--- config.mk ---
export PLATFORM = sky130hd
export DESIGN_NAME = magnetometer_heading_averager_top
export DESIGN_NICKNAME = d
export VERILOG_FILES = /design/src/sv/mha_pkg.sv /design/src/sv/mha_front.sv /design/src/sv/mha_fifo.sv /design/src/sv/mha_back.sv /design/src/sv/magnetometer_heading_averager_top.sv
export SDC_FILE = /design/constraint.sdc
export NUM_CORES = 2
export LEC_CHECK = 0
export BUFFER_PORTS_ARGS = -buffer_cell sky130_fd_sc_hd__buf_2
export CELL_PAD_IN_SITES_DETAIL_PLACEMENT = 0
export CELL_PAD_IN_SITES_GLOBAL_PLACEMENT = 2
export CORE_MARGIN = 5
export CORE_UTILIZATION = 45
export CTS_CLUSTER_DIAMETER = 120
export DETAILED_ROUTE_END_ITERATION = 12
export MAX_ROUTING_LAYER = met4
export PLACE_DENSITY_LB_ADDON = 0.1
export SLEW_MARGIN = 20
export SYNTH_ARGS = -nofsm -noshare
export SYNTH_HDL_FRONTEND = slang
export SYNTH_SLANG_ARGS = --single-unit
--- constraint.sdc ---
create_clock -name i_clk -period 11.55 [get_ports i_clk]
set_input_delay 0 -clock i_clk [delete_from_list [all_inputs] [get_ports i_clk]]
set_output_delay 0 -clock i_clk [all_outputs]
set_load 0.01 [all_outputs]
--- src/sv/mha_pkg.sv ---
`timescale 1ns / 1ps

package mha_pkg;

    localparam int WINDOW_DEF   = 8;
    localparam int SAMP_W       = 17;
    localparam int QUEUE_DEPTH  = 2;

    localparam int CORDIC_STEPS = 31;
    localparam int CORDIC_SCALE = 36;
    localparam int STEP_W       = $clog2(CORDIC_STEPS);
    localparam int VEC_W        = 56;
    localparam int ANG_W        = 40;
    localparam int QUOT_W       = 14;

    // angle units are 1e-9 degree
    localparam logic [ANG_W-1:0] HALF_CD      = ANG_W'(64'd5000000);
    // smallest rounded value whose quotient exceeds a quarter turn
    localparam logic [ANG_W-1:0] SAT_LIMIT    = ANG_W'(64'd90010000000);
    localparam logic [QUOT_W-1:0] QUARTER_CD  = QUOT_W'(9000);
    localparam logic signed [15:0] HALF_TURN_CD = 16'sd18000;

    // a centidegree is 1e7 units = 78125 << 7: drop the 7 low bits, then divide by
    // 78125 with a reciprocal multiply that is exact for any 30-bit dividend
    localparam int CD_PRE_SH = 7;
    localparam int CD_DIV_W  = 30;
    localparam int CD_RCP_W  = 31;
    localparam int CD_RCP_SH = 47;
    localparam logic [CD_RCP_W-1:0] CD_RECIP = CD_RCP_W'(64'd1801439851);

    typedef enum logic {
        CFG_OFFSET_X = 1'b0,
        CFG_OFFSET_Y = 1'b1
    } t_cfg_idx;

    typedef struct packed {
        logic signed [SAMP_W-1:0] x;
        logic signed [SAMP_W-1:0] y;
    } t_avg;

    function automatic logic [ANG_W-1:0] atan_units(input logic [STEP_W-1:0] idx);
        logic [ANG_W-1:0] v;
        unique case (idx)
            5'd0:    v = 40'd45000000000;
            5'd1:    v = 40'd26565051177;
            5'd2:    v = 40'd14036243468;
            5'd3:    v = 40'd7125016349;
            5'd4:    v = 40'd3576334375;
            5'd5:    v = 40'd1789910608;
            5'd6:    v = 40'd895173710;
            5'd7:    v = 40'd447614171;
            5'd8:    v = 40'd223810500;
            5'd9:    v = 40'd111905677;
            5'd10:   v = 40'd55952892;
            5'd11:   v = 40'd27976453;
            5'd12:   v = 40'd13988227;
            5'd13:   v = 40'd6994114;
            5'd14:   v = 40'd3497057;
            5'd15:   v = 40'd1748528;
            5'd16:   v = 40'd874264;
            5'd17:   v = 40'd437132;
            5'd18:   v = 40'd218566;
            5'd19:   v = 40'd109283;
            5'd20:   v = 40'd54642;
            5'd21:   v = 40'd27321;
            5'd22:   v = 40'd13660;
            5'd23:   v = 40'd6830;
            5'd24:   v = 40'd3415;
            5'd25:   v = 40'd1708;
            5'd26:   v = 40'd854;
            5'd27:   v = 40'd427;
            5'd28:   v = 40'd213;
            5'd29:   v = 40'd107;
            5'd30:   v = 40'd53;
            default: v = '0;
        endcase
        return v;
    endfunction

endpackage

--- src/sv/mha_front.sv ---
`timescale 1ns / 1ps

module mha_front #(
    parameter int WINDOW = mha_pkg::WINDOW_DEF
) (
    input  logic                 i_clk,
    input  logic                 i_rst_n,
    input  logic                 i_in_valid,
    output logic                 o_in_ready,
    input  logic signed [15:0]   i_mag_x,
    input  logic signed [15:0]   i_mag_y,
    input  logic signed [15:0]   i_offset_x,
    input  logic signed [15:0]   i_offset_y,
    output logic                 o_avg_valid,
    input  logic                 i_avg_ready,
    output mha_pkg::t_avg        o_avg
);

    localparam int SLOT_W = $clog2(WINDOW);
    localparam int SUM_W  = mha_pkg::SAMP_W + SLOT_W;
    localparam int ABS_W  = SUM_W - 1;
    localparam int DIV_SH = ABS_W + SLOT_W;
    localparam int RCP_W  = ABS_W + 1;
    localparam int PROD_W = ABS_W + RCP_W;
    localparam int QUO_W  = PROD_W - DIV_SH;
    // ceil(2^DIV_SH / WINDOW): exact floor division for any |sum| < 2^ABS_W
    localparam logic [RCP_W-1:0] RECIP =
        RCP_W'(((64'd1 << DIV_SH) + 64'(WINDOW) - 64'd1) / 64'(WINDOW));
    localparam logic [SLOT_W-1:0] LAST_SLOT = SLOT_W'(WINDOW - 1);

    typedef enum logic [1:0] {F_IDLE, F_ABS, F_MUL, F_PUSH} t_fstate;

    t_fstate                          r_state;
    logic signed [mha_pkg::SAMP_W-1:0] r_ring_x [WINDOW];
    logic signed [mha_pkg::SAMP_W-1:0] r_ring_y [WINDOW];
    logic [SLOT_W-1:0]                r_slot;
    logic signed [SUM_W-1:0]          r_sum_x, r_sum_y;
    logic [ABS_W-1:0]                 r_abs_x, r_abs_y;
    logic                             r_neg_x, r_neg_y;
    logic [PROD_W-1:0]                r_prod_x, r_prod_y;

    logic signed [mha_pkg::SAMP_W-1:0] new_x, new_y;
    logic signed [SUM_W-1:0]          n_sum_x, n_sum_y;
    logic signed [mha_pkg::SAMP_W-1:0] quo_x, quo_y;
    logic                             accept;

    assign accept = i_in_valid && (r_state == F_IDLE);
    assign o_in_ready = (r_state == F_IDLE);

    assign new_x = $signed({i_mag_x[15], i_mag_x}) - $signed({i_offset_x[15], i_offset_x});
    assign new_y = $signed({i_mag_y[15], i_mag_y}) - $signed({i_offset_y[15], i_offset_y});

    // running window sums: drop the entry being overwritten, add the new one
    assign n_sum_x = r_sum_x - SUM_W'(r_ring_x[r_slot]) + SUM_W'(new_x);
    assign n_sum_y = r_sum_y - SUM_W'(r_ring_y[r_slot]) + SUM_W'(new_y);

    assign quo_x = $signed(mha_pkg::SAMP_W'(r_prod_x[DIV_SH +: QUO_W]));
    assign quo_y = $signed(mha_pkg::SAMP_W'(r_prod_y[DIV_SH +: QUO_W]));

    // heading uses -avg_y, so the y sign is inverted here
    assign o_avg.x     = r_neg_x ? -quo_x : quo_x;
    assign o_avg.y     = r_neg_y ? quo_y : -quo_y;
    assign o_avg_valid = (r_state == F_PUSH);

    always_ff @(posedge i_clk) begin
        if (!i_rst_n) begin
            r_state <= F_IDLE;
            r_slot  <= '0;
            r_sum_x <= '0;
            r_sum_y <= '0;
            for (int k = 0; k < WINDOW; k++) begin
                r_ring_x[k] <= '0;
                r_ring_y[k] <= '0;
            end
        end else begin
            unique case (r_state)
                F_IDLE: begin
                    if (accept) begin
                        r_ring_x[r_slot] <= new_x;
                        r_ring_y[r_slot] <= new_y;
                        r_sum_x <= n_sum_x;
                        r_sum_y <= n_sum_y;
                        r_slot  <= (r_slot == LAST_SLOT) ? '0 : r_slot + 1'b1;
                        r_state <= F_ABS;
                    end
                end
                F_ABS: begin
                    r_neg_x <= r_sum_x[SUM_W-1];
                    r_neg_y <= r_sum_y[SUM_W-1];
                    r_abs_x <= r_sum_x[SUM_W-1] ? ABS_W'(-r_sum_x) : ABS_W'(r_sum_x);
                    r_abs_y <= r_sum_y[SUM_W-1] ? ABS_W'(-r_sum_y) : ABS_W'(r_sum_y);
                    r_state <= F_MUL;
                end
                F_MUL: begin
                    r_prod_x <= PROD_W'(r_abs_x) * PROD_W'(RECIP);
                    r_prod_y <= PROD_W'(r_abs_y) * PROD_W'(RECIP);
                    r_state  <= F_PUSH;
                end
                F_PUSH: begin
                    if (i_avg_ready) begin
                        r_state <= F_IDLE;
                    end
                end
                default: r_state <= F_IDLE;
            endcase
        end
    end

endmodule

--- src/sv/mha_fifo.sv ---
`timescale 1ns / 1ps

module mha_fifo #(
    parameter int DEPTH = mha_pkg::QUEUE_DEPTH
) (
    input  logic           i_clk,
    input  logic           i_rst_n,
    input  logic           i_valid,
    output logic           o_ready,
    input  mha_pkg::t_avg  i_data,
    output logic           o_valid,
    input  logic           i_ready,
    output mha_pkg::t_avg  o_data
);

    localparam int PTR_W = $clog2(DEPTH);
    localparam int CNT_W = $clog2(DEPTH + 1);
    localparam logic [PTR_W-1:0] LAST_PTR = PTR_W'(DEPTH - 1);
    localparam logic [CNT_W-1:0] FULL_CNT = CNT_W'(DEPTH);

    mha_pkg::t_avg     r_mem [DEPTH];
    logic [PTR_W-1:0]  r_wr_ptr, r_rd_ptr;
    logic [CNT_W-1:0]  r_count;
    logic              push, pop;

    assign o_ready = (r_count != FULL_CNT);
    assign o_valid = (r_count != '0);
    assign o_data  = r_mem[r_rd_ptr];
    assign push    = i_valid && o_ready;
    assign pop     = o_valid && i_ready;

    always_ff @(posedge i_clk) begin
        if (!i_rst_n) begin
            r_wr_ptr <= '0;
            r_rd_ptr <= '0;
            r_count  <= '0;
        end else begin
            if (push) begin
                r_mem[r_wr_ptr] <= i_data;
                r_wr_ptr <= (r_wr_ptr == LAST_PTR) ? '0 : r_wr_ptr + 1'b1;
            end
            if (pop) begin
                r_rd_ptr <= (r_rd_ptr == LAST_PTR) ? '0 : r_rd_ptr + 1'b1;
            end
            if (push && !pop) begin
                r_count <= r_count + 1'b1;
            end else if (pop && !push) begin
                r_count <= r_count - 1'b1;
            end
        end
    end

endmodule

--- src/sv/mha_back.sv ---
`timescale 1ns / 1ps

module mha_back (
    input  logic                i_clk,
    input  logic                i_rst_n,
    input  logic                i_q_valid,
    output logic                o_q_ready,
    input  mha_pkg::t_avg       i_q_data,
    output logic                o_out_valid,
    input  logic                i_out_ready,
    output logic signed [15:0]  o_heading
);

    localparam int VW = mha_pkg::VEC_W;
    localparam int AW = mha_pkg::ANG_W;
    localparam int QW = mha_pkg::QUOT_W;
    localparam int SW = mha_pkg::SAMP_W;
    localparam int DW = mha_pkg::CD_DIV_W;
    localparam int PW = mha_pkg::CD_DIV_W + mha_pkg::CD_RCP_W;
    localparam int PAD_W = VW - SW - mha_pkg::CORDIC_SCALE;
    localparam logic [mha_pkg::STEP_W-1:0] LAST_STEP =
        mha_pkg::STEP_W'(mha_pkg::CORDIC_STEPS - 1);

    typedef enum logic [2:0] {B_IDLE, B_ROT, B_RND, B_DIV, B_FIN} t_bstate;

    t_bstate                      r_state;
    logic signed [VW-1:0]         r_x, r_y;
    logic signed [AW-1:0]         r_z;
    logic [mha_pkg::STEP_W-1:0]   r_step;
    logic [DW-1:0]                r_scaled;
    logic [QW-1:0]                r_quot;
    logic                         r_neg_x, r_neg_y;
    logic                         r_out_valid;
    logic signed [15:0]           r_out_data;

    logic [SW-1:0]                abs_x, abs_y;
    logic signed [VW-1:0]         xs, ys;
    logic signed [AW-1:0]         ang;
    logic [AW-1:0]                rnd;
    logic [PW-1:0]                prod;
    logic signed [15:0]           h_base, h_quad, h_final;
    logic                         out_free;

    assign abs_x = i_q_data.x[SW-1] ? SW'(-i_q_data.x) : SW'(i_q_data.x);
    assign abs_y = i_q_data.y[SW-1] ? SW'(-i_q_data.y) : SW'(i_q_data.y);

    assign xs  = r_x >>> r_step;
    assign ys  = r_y >>> r_step;
    assign ang = $signed(mha_pkg::atan_units(r_step));
    assign rnd = AW'(r_z) + mha_pkg::HALF_CD;
    assign prod = PW'(r_scaled) * PW'(mha_pkg::CD_RECIP);

    assign h_base  = $signed({{(16 - QW){1'b0}}, r_quot});
    assign h_quad  = r_neg_x ? mha_pkg::HALF_TURN_CD - h_base : h_base;
    assign h_final = r_neg_y ? -h_quad : h_quad;

    assign out_free    = !r_out_valid || i_out_ready;
    assign o_q_ready   = (r_state == B_IDLE);
    assign o_out_valid = r_out_valid;
    assign o_heading   = r_out_data;

    always_ff @(posedge i_clk) begin
        if (!i_rst_n) begin
            r_state     <= B_IDLE;
            r_out_valid <= 1'b0;
        end else begin
            // the finishing state reloads the output register itself
            if (r_out_valid && i_out_ready && r_state != B_FIN) begin
                r_out_valid <= 1'b0;
            end
            unique case (r_state)
                B_IDLE: begin
                    if (i_q_valid) begin
                        r_neg_x <= i_q_data.x[SW-1];
                        r_neg_y <= i_q_data.y[SW-1];
                        r_x <= $signed({{PAD_W{1'b0}}, abs_x,
                                        {mha_pkg::CORDIC_SCALE{1'b0}}});
                        r_y <= $signed({{PAD_W{1'b0}}, abs_y,
                                        {mha_pkg::CORDIC_SCALE{1'b0}}});
                        r_z    <= '0;
                        r_step <= '0;
                        r_quot <= '0;
                        if (abs_x == '0 && abs_y == '0) begin
                            // null vector: heading is zero
                            r_state <= B_FIN;
                        end else begin
                            r_state <= B_ROT;
                        end
                    end
                end
                B_ROT: begin
                    if (!r_y[VW-1]) begin
                        r_x <= r_x + ys;
                        r_y <= r_y - xs;
                        r_z <= r_z + ang;
                    end else begin
                        r_x <= r_x - ys;
                        r_y <= r_y + xs;
                        r_z <= r_z - ang;
                    end
                    r_step <= r_step + 1'b1;
                    if (r_step == LAST_STEP) begin
                        r_state <= B_RND;
                    end
                end
                B_RND: begin
                    // negative angle rounds to zero or below, clamped to zero
                    if (r_z[AW-1]) begin
                        r_quot  <= '0;
                        r_state <= B_FIN;
                    end else if (rnd >= mha_pkg::SAT_LIMIT) begin
                        r_quot  <= mha_pkg::QUARTER_CD;
                        r_state <= B_FIN;
                    end else begin
                        r_scaled <= rnd[mha_pkg::CD_PRE_SH +: DW];
                        r_state  <= B_DIV;
                    end
                end
                B_DIV: begin
                    // whole centidegrees by reciprocal multiply
                    r_quot  <= prod[mha_pkg::CD_RCP_SH +: QW];
                    r_state <= B_FIN;
                end
                B_FIN: begin
                    if (out_free) begin
                        r_out_valid <= 1'b1;
                        r_out_data  <= h_final;
                        r_state     <= B_IDLE;
                    end
                end
                default: r_state <= B_IDLE;
            endcase
        end
    end

endmodule

--- src/sv/magnetometer_heading_averager_top.sv ---
`timescale 1ns / 1ps
// Path from input transfer to heading offered: the front (magnitude, reciprocal multiply,
// queue push), then the back (queue pop, 31 CORDIC rotations, rounding, reciprocal multiply
// to centidegrees, output register). A clamped angle skips the multiply, a null vector
// skips rotations, rounding and multiply. The back takes no new vector until its heading
// is registered; the front takes no new sample until its average is queued.
// Synchronous active-low reset clears the offsets, the sample ring, sums and the queue.

module magnetometer_heading_averager_top #(
    parameter int WINDOW = mha_pkg::WINDOW_DEF
) (
    input  logic                                  i_clk,
    input  logic                                  i_rst_n,
    input  logic                                  s_axis_tvalid,
    output logic                                  s_axis_tready,
    input  logic [31:0]                           s_axis_tdata,  // mag_x[15:0], mag_y[31:16]
    output logic                                  m_axis_tvalid,
    input  logic                                  m_axis_tready,
    output logic [15:0]                           m_axis_tdata,  // heading_centideg[15:0]
    input  logic                                  i_cfg_we,
    input  logic [$bits(mha_pkg::t_cfg_idx)-1:0]  i_cfg_idx,
    input  logic [15:0]                           i_cfg_data
);

    logic signed [15:0] r_offset_x, r_offset_y;

    logic           avg_valid, avg_ready;
    mha_pkg::t_avg  avg_data;
    logic           q_valid, q_ready;
    mha_pkg::t_avg  q_data;
    logic signed [15:0] heading;

    always_ff @(posedge i_clk) begin
        if (!i_rst_n) begin
            r_offset_x <= '0;
            r_offset_y <= '0;
        end else if (i_cfg_we) begin
            unique case (mha_pkg::t_cfg_idx'(i_cfg_idx))
                mha_pkg::CFG_OFFSET_X: r_offset_x <= $signed(i_cfg_data);
                mha_pkg::CFG_OFFSET_Y: r_offset_y <= $signed(i_cfg_data);
                default: ;
            endcase
        end
    end

    mha_front #(
        .WINDOW (WINDOW)
    ) u_front (
        .i_clk       (i_clk),
        .i_rst_n     (i_rst_n),
        .i_in_valid  (s_axis_tvalid),
        .o_in_ready  (s_axis_tready),
        .i_mag_x     ($signed(s_axis_tdata[15:0])),
        .i_mag_y     ($signed(s_axis_tdata[31:16])),
        .i_offset_x  (r_offset_x),
        .i_offset_y  (r_offset_y),
        .o_avg_valid (avg_valid),
        .i_avg_ready (avg_ready),
        .o_avg       (avg_data)
    );

    mha_fifo #(
        .DEPTH (mha_pkg::QUEUE_DEPTH)
    ) u_fifo (
        .i_clk   (i_clk),
        .i_rst_n (i_rst_n),
        .i_valid (avg_valid),
        .o_ready (avg_ready),
        .i_data  (avg_data),
        .o_valid (q_valid),
        .i_ready (q_ready),
        .o_data  (q_data)
    );

    mha_back u_back (
        .i_clk       (i_clk),
        .i_rst_n     (i_rst_n),
        .i_q_valid   (q_valid),
        .o_q_ready   (q_ready),
        .i_q_data    (q_data),
        .o_out_valid (m_axis_tvalid),
        .i_out_ready (m_axis_tready),
        .o_heading   (heading)
    );

    assign m_axis_tdata = heading;

endmodule

==> metrics.cfg <==
[setup_path]
cp_num_buf_inv = 3
critical-path-top-cell-by-count = o31ai_1
critPathRequiredTime_ns = 11.99
worstPathCellList = buf_4 > inv_2 > buf_4 > mux2i_1 > o22ai_1 > a211oi_1 > and4bb_2 > nand4_4 > and2b_1 > a41oi_1 > xnor2_1 > ha_1 > nand4_1 > nor3_1 > nand4_1 > a211oi_1 > o31ai_1 > o31ai_1 > nand2_1 > o31ai_1 > o41a_1 > a41oi_1 > xor2_1 > nor2_1
cp_data_arrival_time_ns = 9.75
maximum_fanout_along_the_worst_path = 30
critical_path.endpoint_type = flip-flop
timing.critical_path.from_type = flip-flop
timing_worst_setup_path_type = flip-flop to flip-flop
critPathSlowestCell = a211oi_1
cell_class_contributing_the_biggest_share_of_worst_path_delay = compound AO/OA/AOI/OAI gates
reg2reg_setup_slack_ns = 2.24
timing.critical_path.slowest_cell_delay_ns = 0.79

[yosys]
syn-instance-count = 7174
syn_area_um2 = 71940
multiplexer_share_of_the_synthesized_area = 0.1017
synth-warning-count = 0
yosys.area.top_type_share = 0.2609
seq_area_frac_synth = 0.2957
synth_async_sr_flop_share = 0
synth_top_family_by_area = adder cells
synthSimpleGateAreaFrac = 0.1220
synth_enable_flop_cells = 625
mean_instance_size_in_the_synthesized_netlist_um2 = 10.03
synthXorXnorAreaFrac = 0.05953
synth-adder-area-share = 0.2259
synth-seq-cells = 750
yosys_top_cell_by_area = edfxtp_1
yosys_most_used_dff = edfxtp_1
synth-compound-area-share = 0.1308
synth.area.top_cells = edfxtp_1 26%, fa_1 12%, ha_1 10%
post_syn_nets = 8258
ys_types = 116

[sta]
rsz0062_at_grt = no
hold_violations = 0
worst_clock_skew_ns = 0.04671
final-max-slew-violation-count = 0
finalSetupViolations = 0
fmaxAchievable_ghz = 0.1074
accumulated_negative_setup_slack_ns = 0
final.min_clock_period_ns = 9.312
timing.max_slew.rel_slack = 0.2584
actual_transition_at_the_worst_max_transition_pin_ns = 1.098
min_period_over_period = 0.8063

[routing]
drc_errors = 0
drt_pass1_iterations = 8
detailedRoute.firstIterationViolations = 4570
antenna_left = 0
routed_wire_length_per_instance_um = 24.47
routed_via_density = 5.823
num_vias = 54273
postRouteWirelength_um = 228100

[floorplan]
std_cell_rows = 146
fp.dieW_um = 409.8
core_area_um2 = 158700
dieArea_um2 = 168000
floorplan.die.height_um = 409.8
top_level_ports = 72
initial_utilization = 0.4532

[global_route]
first_pass_grt_wire_length_um = 346000
grt_remaining_overflow = 0
antenna_violations_before_repair = 1
grt_start_max_net_pins = 135
number_of_global_route_vias_before_repair = 54009
overall_track_demand_over_capacity_in_global_routing = 0.2756

[power]
design_power_total_mw = 25.68
power.leakage_nw = 32.54
power-per-cell-area_nw_per_um2 = 330.7
vdd_drop_max_mv = 0.1655

[hold_path]
timing.hold.worst.class = input pin to flip-flop

[clocking]
htree_num_levels = 3
path_clk_slew_ns = 0.06
clockBufferDepth = 3
ctsRootBufferMaster = clkbuf_16
worst_skew_pair.late_latency_ns = 0.72
cts_tree = done
clock-sinks = 750
num_cts_buffers = 90

[placed_design]
gpl.final_weighted_congestion = 0.9813
detailed_place_hpwl_um = 176800
placed_area_um2 = 74100
numPortBuffers = 71

[final_layout]
finish.instance_area_um2 = 77680
area_growth_syn_to_layout_pct = 7.976
fraction_of_final_layout_cells_with_drive_strength_greater_than_1 = 0.09299
most-common-layout-cells = 788 x inv_1, 735 x nor2_1, 625 x edfxtp_1
final_net_count = 8254
layout_commonest_cell = inv_1

[flow_run]
cap_violations = 0

[outcome]
result_of_the_run = finished clean

[final cells by class]
| class | count | area [um^2] |
|---|---|---|
| diodes | 1 | 2.502 |
| clock buffers | 123 | 2571 |
| clock inverters | 47 | 625.6 |
| fillers | 14916 | 81070 |
| inverters | 795 | 2989 |
| multi-input cells | 5331 | 46120 |
| flip-flops and latches | 750 | 21280 |
| well taps | 2072 | 2592 |
| repair buffers | 202 | 1496 |
[report_power, final]
part	internal (mW)	switching, mW	leakage, nW
logic	7.31	10.8	23.9
clock network	1.80	1.25	1.55
registers	3.74	0.802	7.12
total	12.8	12.8	32.5
[repair_timing]
action	4_1_cts	5_1_grt
buffers inserted	0	0
endpoints found under the hold margin	113	0
hold buffers	37	0
resized for setup	0	0
setup endpoints to repair	0	0
[per-stage QoR]
step	cells	hold slack, ns	worst slack, ns	util
3_3_place_gp	9113	0.2790	2.670	0.4668
5_1_grt	9321	0.06763	1.871	0.4893
2_1_floorplan	7174	0.1449	4.279	-
3_5_place_dp	9113	0.2808	2.637	0.4668
4_1_cts	9320	0.007062	2.577	0.4893
6_report	9321	0.04810	2.238	0.4893
[Yosys cell counts, types with 66 or more instances]
cell type and n:
a21o_1 149, dfxtp_1 125, a31oi_1 81, xnor2_1 299, nand3_1 104, mux2_2 88
clkbuf_1 180, nand2_1 519, mux2i_1 173, nand2b_1 66, inv_1 790, mux4_2 175
ha_1 582, edfxtp_1 625, nor2_1 736, o21ai_0 304, nor3_1 107, and2_1 76
xor2_1 190, a21oi_1 363, fa_1 448
[layer usage]
layer  routed length [um]  track usage
met2               106700       0.4372
met4                 6364      0.07270
met5                    0            -
met1               101800       0.3750
met3                13270      0.03698
[tightest hold or removal path: stages]
cell	delay (ns)
buf_2	0.09
ha_1	0.19
xor2_1	0.23
nor2_1	0.13
[cell families after synthesis]
logic type / Yosys count
compound gates: 1440
xor+xnor: 489
fa+ha+maj: 1030
buf+inv: 1093
flops: 750
mux: 463
simple gates: 1909
[state kept, by name, summed over array words and instances, names as in the netlist, 20 cells and up, named ones only]
signal and count:
u_back.ang 36, u_front.r_ring_x 136, u_front.r_sum_y 20, u_back.r_x 56, u_fifo.r_mem 68, u_back.r_y 56, u_back.r_scaled 30, u_back.r_z 40
u_front.r_ring_y 136, u_front.r_sum_x 20
[path summary, 6_finish.rpt]
path                                 from                                   end  depth (start not counted)
min reg2reg  u_front.r_abs_y[6]$_DFFE_PP_        u_front.r_prod_y[25]$_DFFE_PP_                          0
min                      s_axis_tdata[22]  u_front.r_ring_y[0][6]$_SDFFCE_PN0P_                          4
max reg2reg    u_back.r_step[0]$_DFFE_PP_          u_back.r_y[54]$_SDFFCE_PN0P_                         24
max            u_back.r_step[0]$_DFFE_PP_          u_back.r_y[54]$_SDFFCE_PN0P_                         24
Note: power is estimated with default switching activity, not from simulation.
